<file path="config.mk">
export PLATFORM = sky130hd
export DESIGN_NAME = aeq_slot_mem
export DESIGN_NICKNAME = d
export VERILOG_FILES = /design/src/hdl/aeq_pkg.sv /design/src/hdl/aeq_slot_mem.sv
export SDC_FILE = /design/constraint.sdc
export NUM_CORES = 2
export LEC_CHECK = 0
export BUFFER_PORTS_ARGS = -buffer_cell sky130_fd_sc_hd__buf_4
export CORE_ASPECT_RATIO = 0.5
export CORE_MARGIN = 5
export CORE_UTILIZATION = 30
export CTS_BUF_LIST = sky130_fd_sc_hd__clkbuf_8 sky130_fd_sc_hd__clkbuf_16
export DETAILED_ROUTE_END_ITERATION = 16
export PLACE_DENSITY = 0.55
export SLEW_MARGIN = 10
export SYNTH_ARGS = -nofsm -noshare
export SYNTH_HDL_FRONTEND = slang
export SYNTH_MEMORY_MAX_BITS = 65536
export SYNTH_SLANG_ARGS = --single-unit
</file>
<file path="constraint.sdc">
create_clock -name clk -period 12.7 [get_ports clk]
set_clock_uncertainty 0.2 [all_clocks]
set_input_delay 2.54 -clock clk [delete_from_list [all_inputs] [get_ports clk]]
set_output_delay 2.54 -clock clk [all_outputs]
set_load 0.05 [all_outputs]
</file>
<file path="src/hdl/aeq_pkg.sv">
// ----------------------------------------------------------------------------
// aeq_pkg
// Shared constants for the alarm expiry queue.
// ----------------------------------------------------------------------------
package aeq_pkg;

    localparam int SLOTS_DEF  = 32;
    localparam int QUEUES_DEF = 5;
    localparam int TW         = 63;
    localparam int IDW        = 5;
    localparam int QW         = 3;

    localparam logic [1:0] CMD_START  = 2'd0;
    localparam logic [1:0] CMD_CANCEL = 2'd1;
    localparam logic [1:0] CMD_FIRE   = 2'd2;

    localparam logic [1:0] RK_START  = 2'd0;
    localparam logic [1:0] RK_CANCEL = 2'd1;
    localparam logic [1:0] RK_FIRED  = 2'd2;
    localparam logic [1:0] RK_DONE   = 2'd3;

endpackage

</file>
<file path="src/hdl/aeq_slot_mem.sv">
// ----------------------------------------------------------------------------
// aeq_slot_mem
// Per-slot storage: expiry times, queue index and link. One synchronous
// write port and one synchronous read port with registered read data.
// A full write stores every field; a link write stores the link alone.
// ----------------------------------------------------------------------------
module aeq_slot_mem #(
    parameter int SLOTS = aeq_pkg::SLOTS_DEF,
    parameter int SW    = 6
) (
    input  logic                  clk,
    input  logic                  we,
    input  logic                  link_we,
    input  logic [SW-1:0]         waddr,
    input  logic [aeq_pkg::TW-1:0] wsoft,
    input  logic [aeq_pkg::TW-1:0] whard,
    input  logic [aeq_pkg::QW-1:0] wqueue,
    input  logic [SW-1:0]         wlink,
    input  logic [SW-1:0]         raddr,
    output logic [aeq_pkg::TW-1:0] rsoft,
    output logic [aeq_pkg::TW-1:0] rhard,
    output logic [aeq_pkg::QW-1:0] rqueue,
    output logic [SW-1:0]         rlink
);
    localparam int AW = (SLOTS > 1) ? $clog2(SLOTS) : 1;

    logic [aeq_pkg::TW-1:0] soft_mem [SLOTS];
    logic [aeq_pkg::TW-1:0] hard_mem [SLOTS];
    logic [aeq_pkg::QW-1:0] queue_mem [SLOTS];
    logic [SW-1:0]          link_mem [SLOTS];

    always_ff @(posedge clk)
    begin
        if (we)
        begin
            soft_mem[waddr[AW-1:0]]  <= wsoft;
            hard_mem[waddr[AW-1:0]]  <= whard;
            queue_mem[waddr[AW-1:0]] <= wqueue;
        end
        if (we || link_we)
        begin
            link_mem[waddr[AW-1:0]]  <= wlink;
        end
        rsoft  <= soft_mem[raddr[AW-1:0]];
        rhard  <= hard_mem[raddr[AW-1:0]];
        rqueue <= queue_mem[raddr[AW-1:0]];
        rlink  <= link_mem[raddr[AW-1:0]];
    end
endmodule

</file>
==> summary.txt <==
Run status
  • Status: finished with violations
  • Failing checks: slew limit

Route
  • Total Wirelength: 434200 µm
  • Post-DRT Antenna Nets: 0
  • Initial DRC count: 8194
  • DR DRC count: 0
  • Via/cell ratio: about 5.1
  • Via count: 76.52k
  • Router iterations before antenna repair: 5
  • WL/cell: 29.00 µm

Worst setup path
  • CP max stage delay: 0.87 ns
  • Worst Path Arrival: 6.25 ns
  • CP required: 13.06 ns
  • Worst Path Buf+Inv: 4
  • Startpoint types: primary input
  • CP Class: in2reg
  • Crit end category: flip-flop
  • Worst-path cell chain: buf_4 > nor2b_1 > nand2_1 > nor2_4 > buf_4 > buf_4 > buf_4
  • CP top delay family: buffers and inverters
  • Crit Path Max Fanout: 38
  • CP dominant cell by count: buf_4
  • Slowest stage cell, crit path: buf_4

Logic synthesis
  • Synth Area in Compound Gates: 0.02284
  • Register area share after synthesis: 0.8084
  • Post-synthesis xor/xnor area fraction: 0
  • Synthesized Nets: 6976
  • Multiplexer area fraction after synthesis: 0.1474
  • Synth area leaders: edfxtp_1, mux4_2, o22ai_1
  • Synthesized flop and latch total: 4455
  • Post-synth cell types: 30
  • Cell area after technology mapping: between 0.15 and 0.2 mm²
  • Syn Area/Cell: 24.00 µm²
  • Largest family of logic cells by synthesized area: multiplexers
  • Adder-cell share of the synthesized area: 0
  • Yosys top cell area share: 0.7919
  • Cell taking the most area after synthesis: edfxtp_1
  • Synth warn: 0
  • Post-Synth Simple-Gate Area: 0.008936
  • Cell count after synthesis: 6826

Global routing
  • Total grt overflow: 0
  • Grt met2 use: 0.2620
  • Initial antenna violation count: a little under 60
  • Vias in the first global route: approximately 80k
  • M1 GR Usage: 0.2007
  • M3 GR Usage: 0.01398
  • GRT Resource Usage Total: 0.1493
  • Global-route wire length before repair: about 610000 µm
  • Largest net degree at the start of global routing: 117
  • GR peak layer: met2

STA
  • Final hold viol count: 0
  • Final period utilization: 0.4644
  • Crit path time final: 5.898 ns
  • Max-slew violations: 40
  • Final setup violation count: 0
  • TNS Setup: 0 ns
  • Unrepaired setup endpoints after global routing: no
  • Slew HR: -0.1393
  • Maximum clock frequency: 0.1696 GHz
  • Worst Tran Pin Value: 1.709 ns

Layout
  • Final instance area: ~0.19 mm²
  • Fraction of layout cells with a size suffix above 1: 0.2818
  • Post-layout nets: between 7k and 8k
  • # fillers: 49.68k
  • Synthesis-to-finish area growth: 15.78%

Die
  • # IOs: approximately 290
  • DIE AREA: 0.5618 mm²
  • Die W: 1055 µm
  • Initial Util: 0.3018
  • Die height: 532.5 µm
  • Row cnt: 191
  • Core area: 0.5427 mm²

CTS
  • CTS H-tree lvls: 5
  • Clock root buffer master: clkbuf_16
  • # resized after CTS: 0
  • # Post-CTS Setup Buffers: 0
  • CTS Buffer Depth: 4
  • Hold-fix buffers, CTS: 0
  • Num Clock Sinks: 4455
  • Clock latency at the later pin of the worst-skew pair: 0.95 ns
  • CTS Buf Count: 435
  • CTS tree: built
  • Clk pin slew, worst setup/hold paths: 0.06 ns

Placed design
  • Port bufs: 282
  • GPL Wtd Cong: 0.7229
  • Dpl hpwl: between 200000 and 250000 µm
  • Placed cell areas: 0.1750 mm²

Power
  • PwrDens: 163.8 mW/mm²
  • Max VDD drop: 0.0001176 V
  • LEAKAGE: 58.51 nW

Job
  • Max-Cap Viols: 0

Worst hold path
  • Min-delay worst type: reg2reg
[registers in the layout (all words and copies together), names as in the netlist]
signal	flops
hard_mem	2016
link_mem	192
queue_mem	96
rhard	63
rlink	6
rqueue	3
rsoft	63
soft_mem	2016
[per-layer routing]
layer	wire [µm]	vias to the layer above
li1	-	30770
met1	179900	42710
met2	223800	2384
met3	20050	662
met4	10440	0
met5	0	-
[worst min-delay path, cell delays in order, from the launching register on]
cell	delay, ns
edfxtp_1	0.31
mux4_2	0.22
a22oi_1	0.05
nand4_1	0.09
[layout make-up]
cell class / count / area, µm² / share of cell area
diodes: 9 / 22.52 / 0.0001187
clock buffers: 484 / 11650 / 0.06142
clock inverters: 340 / 2973 / 0.01567
multi-input cells: 1994 / 29710 / 0.1566
flip-flops and latches: 4455 / 132400 / 0.6982
well taps: 7237 / 9055 / 0.04774
repair buffers: 456 / 3839 / 0.02024
[cell usage after synthesis]
cell type / number
a22oi_1: 102
and2_1: 1
and3_1: 1
and3b_1: 1
buf_1: 23
buf_2: 157
buf_4: 98
buf_6: 7
clkbuf_1: 92
dfxtp_1: 135
edfxtp_1: 4320
mux2i_1: 136
mux4_2: 1012
nand2_1: 6
nand2_2: 1
nand2b_1: 1
nand3_1: 37
nand3b_1: 4
nand4_1: 17
nor2_1: 67
nor2_2: 2
nor2b_1: 5
nor3b_1: 1
nor4_1: 118
o211ai_1: 1
o21ai_1: 3
o22ai_1: 472
or2_2: 1
or3_1: 2
or3b_2: 3
[layout by cell type, fill, tap and decap left out, drive strengths merged]
cell	instances
nor2	69
clkinvlp	16
buf	456
o21ai	3
mux2i	136
bufinv	51
clkbuf	484
and3	1
diode	9
nand3	37
nor3b	1
nand4	17
nand3b	4
nand2b	1
or2	1
o211ai	1
or3	2
a22oi	102
nor4	118
inv	110
edfxtp	4320
and3b	1
mux4	1012
nor2b	5
clkinv	163
o22ai	472
and2	1
or3b	3
nand2	7
dfxtp	135
[path summary, 6_finish.rpt]
kind,start,depth (start not counted),endpoint,slack [ns]
setup / recovery,waddr[0],7,hard_mem[29][26],6.80
hold / removal,hard_mem[30][32],3,rhard[32],0.51
setup reg to reg,hard_mem[7][48],3,rhard[48],10.82
hold reg to reg,hard_mem[30][32],3,rhard[32],0.51
[stage by stage]
| step | hold WS, ns | util | total power, mW | setup slack (ns) | std cells |
|---|---|---|---|---|---|
| floorplan | 0.4472 | - | 17.66 | 3.155 | 6826 |
| global placement | 0.5232 | 0.3225 | 18.31 | 5.884 | 14140 |
| detailed placement | 0.5103 | 0.3225 | 18.34 | 5.851 | 14140 |
| CTS | 0.5226 | 0.3494 | 31.36 | 6.899 | 14970 |
| global route | 0.5544 | 0.3495 | 32.05 | 6.786 | 14980 |
| finish | 0.5142 | 0.3495 | 31.08 | 6.802 | 14980 |
[where the power goes]
part / switching (mW) / internal (mW)
logic: 0.995 / 0.537
registers: 0.106 / 16.3
clock network: 5.49 / 7.60
[logic make-up (layout without fill, tap and decap cells)]
family	Yosys count	after routing
buffers and inverters	377	1280
flip-flops	4455	4455
other	0	9
AO/OA/AOI/OAI	578	578
AND/OR/NAND/NOR	268	268
multiplexers	1148	1148
No activity file was read; power rests on OpenSTA's default activity.
